`src/rtl/core/uartrb_pkg.sv`:
```
`default_nettype none
package uartrb_pkg;

  typedef enum logic [1:0] {
    OP_HOST_WRITE = 2'd0,
    OP_HOST_READ  = 2'd1,
    OP_TX_READY   = 2'd2,
    OP_RX_BYTE    = 2'd3
  } op_t;

  localparam int unsigned PendW = 6;

  typedef struct packed {
    logic             send_valid;
    logic             read_en;
    logic             recv_hit;
    logic [PendW-1:0] rx_pending;
    logic [PendW-1:0] tx_pending;
    logic             tx_irq_enabled;
    logic             write_accepted;
    logic             rx_overflow;
  } res_t;

  typedef struct packed {
    logic       we;
    logic       re;
    logic [7:0] wdata;
  } ram_ctl_t;

endpackage
`default_nettype wire

```
`src/rtl/core/uart_tx_rx_ring_buffers.sv`:
```
`default_nettype none
// Channel  Direction  Handshake            Payload
// in       sink       in_valid/in_stall    opcode, data_byte, line_error
// out      source     out_valid/out_stall  send_valid, send_byte, read_byte,
//                                          rx_pending, tx_pending,
//                                          tx_irq_enabled, write_accepted,
//                                          rx_overflow
// One transaction per cycle while in_stall is low. Each result waits in s1,
// with the registered RAM read port, then moves to the output registers.
// Two result registers let one more transaction in while a result is held.
// Reset clears pointers, counts and the receive written-bits; interrupt on.
// in_stall rises only while both result registers are full and out is stalled.
module uart_tx_rx_ring_buffers #(
  parameter int unsigned DEPTH = 32
) (
  input  wire logic       clk,
  input  wire logic       rst,
  input  wire logic       in_valid,
  output logic            in_stall,
  input  wire logic [1:0] opcode,
  input  wire logic [7:0] data_byte,
  input  wire logic       line_error,
  output logic            out_valid,
  input  wire logic       out_stall,
  output logic            send_valid,
  output logic      [7:0] send_byte,
  output logic      [7:0] read_byte,
  output logic      [5:0] rx_pending,
  output logic      [5:0] tx_pending,
  output logic            tx_irq_enabled,
  output logic            write_accepted,
  output logic            rx_overflow
);
  import uartrb_pkg::*;

  localparam int unsigned PW = $clog2(DEPTH);

  logic          accept;
  ram_ctl_t      tx_ctl, rx_ctl;
  logic [PW-1:0] tx_waddr, tx_raddr, rx_waddr, rx_raddr;
  logic [7:0]    tx_q, rx_q;
  res_t          res;

  assign accept = in_valid && !in_stall;

  uartrb_ctrl #(.DEPTH(DEPTH)) u_ctrl (
    .clk        (clk),
    .rst        (rst),
    .accept     (accept),
    .opcode     (opcode),
    .data_byte  (data_byte),
    .line_error (line_error),
    .tx_ctl     (tx_ctl),
    .tx_waddr   (tx_waddr),
    .tx_raddr   (tx_raddr),
    .rx_ctl     (rx_ctl),
    .rx_waddr   (rx_waddr),
    .rx_raddr   (rx_raddr),
    .res        (res)
  );

  uartrb_ram #(.WIDTH(8), .DEPTH(DEPTH)) u_tx_ram (
    .clk   (clk),
    .we    (tx_ctl.we),
    .waddr (tx_waddr),
    .wdata (tx_ctl.wdata),
    .re    (tx_ctl.re),
    .raddr (tx_raddr),
    .rdata (tx_q)
  );

  uartrb_ram #(.WIDTH(8), .DEPTH(DEPTH)) u_rx_ram (
    .clk   (clk),
    .we    (rx_ctl.we),
    .waddr (rx_waddr),
    .wdata (rx_ctl.wdata),
    .re    (rx_ctl.re),
    .raddr (rx_raddr),
    .rdata (rx_q)
  );

  uartrb_outq u_outq (
    .clk            (clk),
    .rst            (rst),
    .load           (accept),
    .res            (res),
    .tx_q           (tx_q),
    .rx_q           (rx_q),
    .in_stall       (in_stall),
    .out_valid      (out_valid),
    .out_stall      (out_stall),
    .send_valid     (send_valid),
    .send_byte      (send_byte),
    .read_byte      (read_byte),
    .rx_pending     (rx_pending),
    .tx_pending     (tx_pending),
    .tx_irq_enabled (tx_irq_enabled),
    .write_accepted (write_accepted),
    .rx_overflow    (rx_overflow)
  );

  a_tx_port_excl: assert property (@(posedge clk) disable iff (rst)
    !(tx_ctl.we && tx_ctl.re))
    else $error("transmit RAM written and read by one transaction");

  a_rx_port_excl: assert property (@(posedge clk) disable iff (rst)
    !(rx_ctl.we && rx_ctl.re))
    else $error("receive RAM written and read by one transaction");

  a_stall_cause: assert property (@(posedge clk) disable iff (rst)
    in_stall |-> (out_valid && out_stall))
    else $error("input stalled while output is free");

  a_send_zero: assert property (@(posedge clk) disable iff (rst)
    (out_valid && !send_valid) |-> (send_byte == 8'h00))
    else $error("send_byte nonzero without send_valid");

endmodule
`default_nettype wire

```
`src/rtl/core/uartrb_ram.sv`:
```
`default_nettype none
module uartrb_ram #(
  parameter int unsigned WIDTH = 8,
  parameter int unsigned DEPTH = 32
) (
  input  wire logic                     clk,
  input  wire logic                     we,
  input  wire logic [$clog2(DEPTH)-1:0] waddr,
  input  wire logic [WIDTH-1:0]         wdata,
  input  wire logic                     re,
  input  wire logic [$clog2(DEPTH)-1:0] raddr,
  output logic      [WIDTH-1:0]         rdata
);

  logic [WIDTH-1:0] mem [DEPTH];

  always_ff @(posedge clk) begin
    if (we) begin
      mem[waddr] <= wdata;
    end
    if (re) begin
      rdata <= mem[raddr];
    end
  end

endmodule
`default_nettype wire

```
`src/rtl/core/uartrb_ctrl.sv`:
```
`default_nettype none
module uartrb_ctrl #(
  parameter int unsigned DEPTH = 32
) (
  input  wire logic                     clk,
  input  wire logic                     rst,
  input  wire logic                     accept,
  input  wire logic [1:0]               opcode,
  input  wire logic [7:0]               data_byte,
  input  wire logic                     line_error,
  output uartrb_pkg::ram_ctl_t          tx_ctl,
  output logic      [$clog2(DEPTH)-1:0] tx_waddr,
  output logic      [$clog2(DEPTH)-1:0] tx_raddr,
  output uartrb_pkg::ram_ctl_t          rx_ctl,
  output logic      [$clog2(DEPTH)-1:0] rx_waddr,
  output logic      [$clog2(DEPTH)-1:0] rx_raddr,
  output uartrb_pkg::res_t              res
);
  import uartrb_pkg::*;

  localparam int unsigned PW = $clog2(DEPTH);
  localparam int unsigned CW = $clog2(DEPTH + 1);
  localparam logic [PW-1:0] PtrLast = PW'(DEPTH - 1);
  localparam logic [CW-1:0] CntFull = CW'(DEPTH);
  localparam logic [CW-1:0] CntTxMax = CW'(DEPTH - 1);

  logic [PW-1:0]    tx_put, tx_put_next, tx_take, tx_take_next;
  logic [PW-1:0]    rx_put, rx_put_next, rx_take, rx_take_next;
  logic [CW-1:0]    tx_cnt, tx_cnt_next, rx_cnt, rx_cnt_next;
  logic             irq_on, irq_on_next;
  logic [DEPTH-1:0] rx_written, rx_written_next;
  op_t              op;

  function automatic logic [PW-1:0] ptr_inc(input logic [PW-1:0] p);
    return (p == PtrLast) ? '0 : p + PW'(1);
  endfunction

  assign op = op_t'(opcode);

  always_comb begin
    tx_put_next     = tx_put;
    tx_take_next    = tx_take;
    tx_cnt_next     = tx_cnt;
    rx_put_next     = rx_put;
    rx_take_next    = rx_take;
    rx_cnt_next     = rx_cnt;
    irq_on_next     = irq_on;
    rx_written_next = rx_written;
    tx_ctl          = '{we: 1'b0, re: 1'b0, wdata: data_byte};
    rx_ctl          = '{we: 1'b0, re: 1'b0, wdata: data_byte};
    res             = '0;
    if (accept) begin
      unique case (op)
        OP_HOST_WRITE: begin
          if (tx_cnt < CntTxMax) begin
            tx_ctl.we          = 1'b1;
            tx_put_next        = ptr_inc(tx_put);
            tx_cnt_next        = tx_cnt + CW'(1);
            irq_on_next        = 1'b1;
            res.write_accepted = 1'b1;
          end
        end
        OP_HOST_READ: begin
          rx_ctl.re    = 1'b1;
          res.read_en  = 1'b1;
          res.recv_hit = rx_written[rx_take];
          if (rx_cnt != '0) begin
            rx_take_next = ptr_inc(rx_take);
            rx_cnt_next  = rx_cnt - CW'(1);
          end
        end
        OP_TX_READY: begin
          if (irq_on) begin
            if (tx_cnt != '0) begin
              tx_ctl.re      = 1'b1;
              res.send_valid = 1'b1;
              tx_take_next   = ptr_inc(tx_take);
              tx_cnt_next    = tx_cnt - CW'(1);
            end else begin
              irq_on_next = 1'b0;
            end
          end
        end
        OP_RX_BYTE: begin
          if (!line_error) begin
            if (rx_cnt >= CntFull) begin
              res.rx_overflow = 1'b1;
            end else begin
              rx_ctl.we               = 1'b1;
              rx_written_next[rx_put] = 1'b1;
              rx_put_next             = ptr_inc(rx_put);
              rx_cnt_next             = rx_cnt + CW'(1);
            end
          end
        end
        default: ;
      endcase
    end
    res.rx_pending     = PendW'(rx_cnt_next);
    res.tx_pending     = PendW'(tx_cnt_next);
    res.tx_irq_enabled = irq_on_next;
  end

  assign tx_waddr = tx_put;
  assign tx_raddr = tx_take;
  assign rx_waddr = rx_put;
  assign rx_raddr = rx_take;

  always_ff @(posedge clk) begin
    if (rst) begin
      tx_put     <= '0;
      tx_take    <= '0;
      tx_cnt     <= '0;
      rx_put     <= '0;
      rx_take    <= '0;
      rx_cnt     <= '0;
      irq_on     <= 1'b1;
      rx_written <= '0;
    end else begin
      tx_put     <= tx_put_next;
      tx_take    <= tx_take_next;
      tx_cnt     <= tx_cnt_next;
      rx_put     <= rx_put_next;
      rx_take    <= rx_take_next;
      rx_cnt     <= rx_cnt_next;
      irq_on     <= irq_on_next;
      rx_written <= rx_written_next;
    end
  end

endmodule
`default_nettype wire

```
`src/rtl/core/uartrb_outq.sv`:
```
`default_nettype none
module uartrb_outq (
  input  wire logic             clk,
  input  wire logic             rst,
  input  wire logic             load,
  input  wire uartrb_pkg::res_t res,
  input  wire logic [7:0]       tx_q,
  input  wire logic [7:0]       rx_q,
  output logic                  in_stall,
  output logic                  out_valid,
  input  wire logic             out_stall,
  output logic                  send_valid,
  output logic      [7:0]       send_byte,
  output logic      [7:0]       read_byte,
  output logic      [5:0]       rx_pending,
  output logic      [5:0]       tx_pending,
  output logic                  tx_irq_enabled,
  output logic                  write_accepted,
  output logic                  rx_overflow
);
  import uartrb_pkg::*;

  logic s1_valid, s1_valid_next, out_valid_next, move;
  res_t s1;

  assign move     = s1_valid && (!out_valid || !out_stall);
  assign in_stall = s1_valid && out_valid && out_stall;

  always_comb begin
    s1_valid_next  = s1_valid;
    out_valid_next = out_valid;
    if (out_valid && !out_stall) begin
      out_valid_next = 1'b0;
    end
    if (move) begin
      out_valid_next = 1'b1;
      s1_valid_next  = 1'b0;
    end
    if (load) begin
      s1_valid_next = 1'b1;
    end
  end

  always_ff @(posedge clk) begin
    if (rst) begin
      s1_valid  <= 1'b0;
      out_valid <= 1'b0;
    end else begin
      s1_valid  <= s1_valid_next;
      out_valid <= out_valid_next;
    end
  end

  always_ff @(posedge clk) begin
    if (load) begin
      s1 <= res;
    end
    if (move) begin
      send_valid     <= s1.send_valid;
      send_byte      <= s1.send_valid ? tx_q : 8'h00;
      read_byte      <= (s1.read_en && s1.recv_hit) ? rx_q : 8'h00;
      rx_pending     <= s1.rx_pending;
      tx_pending     <= s1.tx_pending;
      tx_irq_enabled <= s1.tx_irq_enabled;
      write_accepted <= s1.write_accepted;
      rx_overflow    <= s1.rx_overflow;
    end
  end

endmodule
`default_nettype wire
```
`config.mk`:
```
export PLATFORM = sky130hd
export DESIGN_NAME = uart_tx_rx_ring_buffers
export DESIGN_NICKNAME = d
export VERILOG_FILES = /design/src/rtl/core/uartrb_pkg.sv /design/src/rtl/core/uart_tx_rx_ring_buffers.sv /design/src/rtl/core/uartrb_ram.sv /design/src/rtl/core/uartrb_ctrl.sv /design/src/rtl/core/uartrb_outq.sv
export SDC_FILE = /design/constraint.sdc
export NUM_CORES = 1
export LEC_CHECK = 0
export BUFFER_PORTS_ARGS = -buffer_cell sky130_fd_sc_hd__clkbuf_2
export CORE_MARGIN = 2
export CORE_UTILIZATION = 62
export CTS_BUF_LIST = sky130_fd_sc_hd__clkbuf_8 sky130_fd_sc_hd__clkbuf_16
export DETAILED_ROUTE_END_ITERATION = 6
export PLACE_DENSITY = 0.84
export SLEW_MARGIN = 40
export SYNTH_ARGS = -nofsm -noshare
export SYNTH_HDL_FRONTEND = slang
export SYNTH_HIERARCHICAL = 1
export SYNTH_SLANG_ARGS = --single-unit
```
`constraint.sdc`:
```
create_clock -name clk -period 3.85 [get_ports clk]
set_input_delay 0.77 -clock clk [delete_from_list [all_inputs] [get_ports clk]]
set_output_delay 0.77 -clock clk [all_outputs]
set_load 0.02 [all_outputs]
```
Yosys cells after proc, flatten, opt, wreduce, memory -nomap -nowiden. Memories as Yosys holds them, arrays and structs flattened. A register that Yosys moved wholly into a read port is not among the register bits. Cells that the tools add are included. Widths: inputs -> output; s select.

Memory bits (writable): 512. Logic and storage cells: 115. Memories: 2. ROM bits: 0. Bits in latches: 0. Register bits: 117.

Multiply operators: 0. Order comparisons: 5. Reduce and logical (&&, ||, !) cells: 21. Muxes and demuxes: 42. $add $sub $neg: 8. Bitwise gates (word level): 4. Shift-type cells: 0. Div/mod/pow operators: 0. Equality and inequality tests: 7.

Memory list: u_rx_ram.mem (words 32, width 8, rd ports 1, clocked after Yosys merged registers in 1, write ports 1, line uartrb_ram.sv:15) `logic [WIDTH-1:0] mem [DEPTH];`; u_tx_ram.mem (words 32, width 8, rd ports 1, clocked after Yosys merged registers in 1, write ports 1, line uartrb_ram.sv:15).

Operators by type and width (number): $mux 6 (8); $or 32x32->32 (1); $pmux 6 s2 (2); $mux 1 (22); $add 5x1->5 const B (4); $eq 5x5->1 const B (4); $mux 5 (4); $add 6x1->6 const B (2); $lt 5x6->1 const B (2); $reduce_bool 6->1 (2); $sub 6x1->6 const B (2); $reduce_and 4->1 (2); $logic_and 1x1->1 (7); $ge 6x6->1 const B (1); $lt 6x5->1 const B (1); $mux 2 (3); $reduce_and 3->1 (2); $bmux 1 s5 (1); $demux 1 s5 (1); $ge 5x1->1 const B (1); $eq 2x2->1 const B (2); $reduce_bool 2->1 (2); $logic_not 1->1 (3); $not 1->1 (3); 5 further kinds (5).

Logic depth before layout (Yosys ltp).
Depth after elaboration: 7. Depth in mapped cells: 10.

By module. Netlist, hierarchy kept.

By module, submodules not included: uartrb_ram (cells each 417, instances 2, area an instance 10133.5 sq um); uartrb_ctrl (cells each 439, instances 1, area an instance 3792.4 sq um); uartrb_outq (cells each 74, instances 1, area an instance 1674.1 sq um); uart_tx_rx_ring_buffers (cells each 1, instances 1, area an instance 13.8 sq um).

Worst setup path before layout. No wires, ideal clock.

Kind: input port to flip-flop. Start point: input out_stall. End point: memory u_tx_ram.mem[0][0] (enable). Path slack: 0.292 ns. Arrival time: 3.188 ns. Stages on the path: 10. Library setup time: 0.370 ns. Required time: 3.480 ns. Cells stage by stage: and3_1 > nor2b_4 > buf_4 > and2b_2 > nand3_4 > inv_1 > buf_4 > or3b_2 > clkbuf_1 > nor2_1.

RTL lines: start: declaration (line uart_tx_rx_ring_buffers.sv:24) `input wire logic out_stall,`; end: declaration (line uartrb_ram.sv:15).

==> metrics.md <==
| Metric | Value |
|---|---|
| Status | `finished, final reports clean` |
| Ys async rst share | `0` |
| Post-Synthesis Net Count | `1380` |
| # clock sinks | `645` |
| Detail Placement HPWL | `33300 µm` |
| Worst Setup Path Type | `register to register` |
| Post-synthesis adder-cell area fraction | `0.00826` |
| Setup TNS | `0 ns` |
| Flops & latches, synth | `645` |
| Post-synth EDFFs | `578` |
| Syn Area/Cell | `19.1 µm²` |
| Largest family of logic cells by synthesized area | `multiplexers` |
| Rows | `74` |
| Full die area | `43200 µm²` |
| Syn Inst Count | `1348` |
| Port bufs | `48` |
| Multiplexer share of the synthesized area | `0.157` |
| Drt total wl | `55800 µm` |
| Via count | `13400` |
| DR DRC count | `0` |
| I/O Pins | `49` |
| Clock Pin Slew Worst Setup and Hold Paths | `0.06 ns` |
| PnR Total Power | `14100 µW` |
| Largest net degree at the start of global routing | `79` |
| CTS Hold Bufs | `0` |
| Post-layout util | `0.704` |
| Crit path DAT | `3.45 ns` |
| Area Overhead vs Synth | `11.9%` |
| Post-cts sizing count | `0` |
| Post-CTS repair timing setup buffer count | `0` |
| Unique masters post-synth | `79` |
| Final hold vios | `0` |
| Per-cell routed wire length | `27.5 µm` |
| Fmax | `0.312 GHz` |
| CTS root buffer | `clkbuf_16` |
| Final ANT Viol Nets | `0` |
| Areal power density over the cells | `489 nW/µm²` |
| Post-Synth Simple-Gate Area | `0.0567` |
| Startpoint Class | `register` |
| Via density per instance | `6.64` |
| Cell Area, Synth | `25700 µm²` |
| Leak | `0.00924 µW` |
| Die Ht | `208 µm` |
| Synth warnings | `6` |
| Number of global-route vias before repair | `13800` |
| Overflow after GRT | `0` |
| Tcrit/Tclk final | `0.833` |
| Dominant register cell in the synthesized netlist | `edfxtp_1` |
| H-tree Lvls | `2` |
| Clk_lat worst skew | `0.65 ns` |
| Post-synthesis xor/xnor area fraction | `0.00102` |
| TritonCTS clock tree | `built` |
| Total track usage | `0.263` |
| Core area | `40900 µm²` |
| Minimum clock period | `3.21 ns` |
| WP data required | `4.09 ns` |
| Detailed Route Iter0 Violations | `1839` |
| Initial antenna violation count | `0` |
| First-pass GRT wire length | `84900 µm` |
| Worst slew margin | `0.427` |
| Critical-path maximum fanout | `10` |
| Placer Congestion | `0.868` |
| Register area share after synthesis | `0.726` |
| ANT cells | `0` |
| Hold Path Class | `register to register` |
| Max clock buf depth | `3` |
| Fraction of layout cells with a size suffix above 1 | `0.292` |
| Max VDD drop | `0.387 mV` |
| Initial Util | `0.629` |
| Final Skew | `0.0360 ns` |
| Die width | `208 µm` |
| Final nets | `1482` |
| Fin. max-slew vios | `0` |
| Filler cells | `2336` |
| RSZ-0062 raised after global routing | `false` |
| Final setup viols | `0` |
| First drt pass iteration count | `5` |
| Synth Area in Compound Gates | `0.0299` |
| Max Cap Viol | `0` |
| Num CTS Buffers | `60` |
| Slew @ Worst Pin | `0.858 ns` |
| Worst setup EP type | `register` |
-- cell usage after synthesis, types with 5 or more instances --
cell type | count | area (µm²)
a21oi_1 | 61 | 305
a31oi_1 | 7 | 43.8
and2_1 | 10 | 62.6
and3_1 | 15 | 93.8
buf_1 | 13 | 48.8
buf_2 | 5 | 25.0
buf_4 | 35 | 263
clkbuf_1 | 27 | 101
dfxtp_1 | 67 | 1340
edfxtp_1 | 578 | 17400
ha_1 | 17 | 213
inv_1 | 13 | 48.8
mux2_2 | 17 | 191
mux2i_1 | 7 | 70.1
mux4_2 | 167 | 3760
nand2_1 | 25 | 93.8
nand3_1 | 15 | 75.1
nand3b_1 | 13 | 97.6
nor2_1 | 125 | 469
nor3_1 | 5 | 25.0
o21ai_0 | 16 | 80.1
or3_1 | 6 | 37.5
or3b_2 | 7 | 61.3
-- worst max-delay path, cell delays in order, from the launching register on --
cell     delay, ns
dfxtp_1       0.36
and3_1        0.22
nor2b_4       0.26
and2_2        0.27
nand3_2       0.21
inv_1         0.21
or3b_2        0.61
nor2_1        0.66
-- cell usage in the layout (no fill, tap or decap), drive strengths merged, types with 18 or more instances in the layout --
cell	count
edfxtp	578
clkbuf	111
mux2	18
nor2	125
a21oi	61
inv	22
clkinv	23
dfxtp	67
mux4	167
nand2	25
buf	80
-- cells by family after synthesis --
group	count (synthesis)
buffers and inverters	100
DFF	645
adders and majority gates	17
muxes	192
AOI/OAI and AO/OA	120
xor gates and xnor gates	3
and+or+nand+nor	271
-- routing by layer --
layer  track usage  routed length (µm)  share of wire
met1         0.342               20600           0.37
met4         0.102                2170          0.039
met5             0                   0              0
met2         0.449               28700           0.52
met3        0.0457                4290          0.077
-- registers in the layout (all words and copies together) (netlist names), 8 cells and up --
| name | flops |
|---|---|
| u_tx_ram/rdata | 8 |
| u_outq/send_byte | 8 |
| u_tx_ram/mem | 256 |
| u_rx_ram/mem | 256 |
| u_outq/s1 | 18 |
| u_rx_ram/rdata | 8 |
| u_outq/read_byte | 8 |
| u_ctrl/rx_written | 32 |
-- per-stage QoR --
step	std cells	cell area, µm²	setup WS [ns]	hold slack (ns)
2_1_floorplan	1348	25700	0.292	0.400
3_3_place_gp	1919	26800	0.355	0.404
3_5_place_dp	1920	26800	0.216	0.405
4_1_cts	2025	28800	0.693	0.422
5_1_grt	2025	28800	0.505	0.425
6_report	2025	28800	0.644	0.422
-- cell type report --
type,count,area (µm²),share of cell area
Inverter,15,56.3,0.00195
Tap cell,532,666,0.0231
Multi-Input combinational cell,603,6510,0.226
Clock inverter,39,364,0.0126
Clock buffer,66,1600,0.0554
Timing Repair Buffer,125,896,0.0311
Sequential cell,645,18700,0.650
-- power breakdown --
group	internal [µW]	switching [µW]
clock network	3310	2530
registers	7670	56.4
logic	183	318
-- final timing paths --
path | start | slack (ns) | to | cells after the start
worst min-delay path | u_outq/s1[11] | 0.42 | u_outq/rx_pending[2] | 0
worst max-delay path | u_outq/out_valid | 0.64 | u_rx_ram/mem[20][6] | 7
worst min register to register | u_outq/s1[11] | 0.42 | u_outq/rx_pending[2] | 0
worst max register to register | u_outq/out_valid | 0.64 | u_rx_ram/mem[20][6] | 7
(Power assumes the default switching activity.)
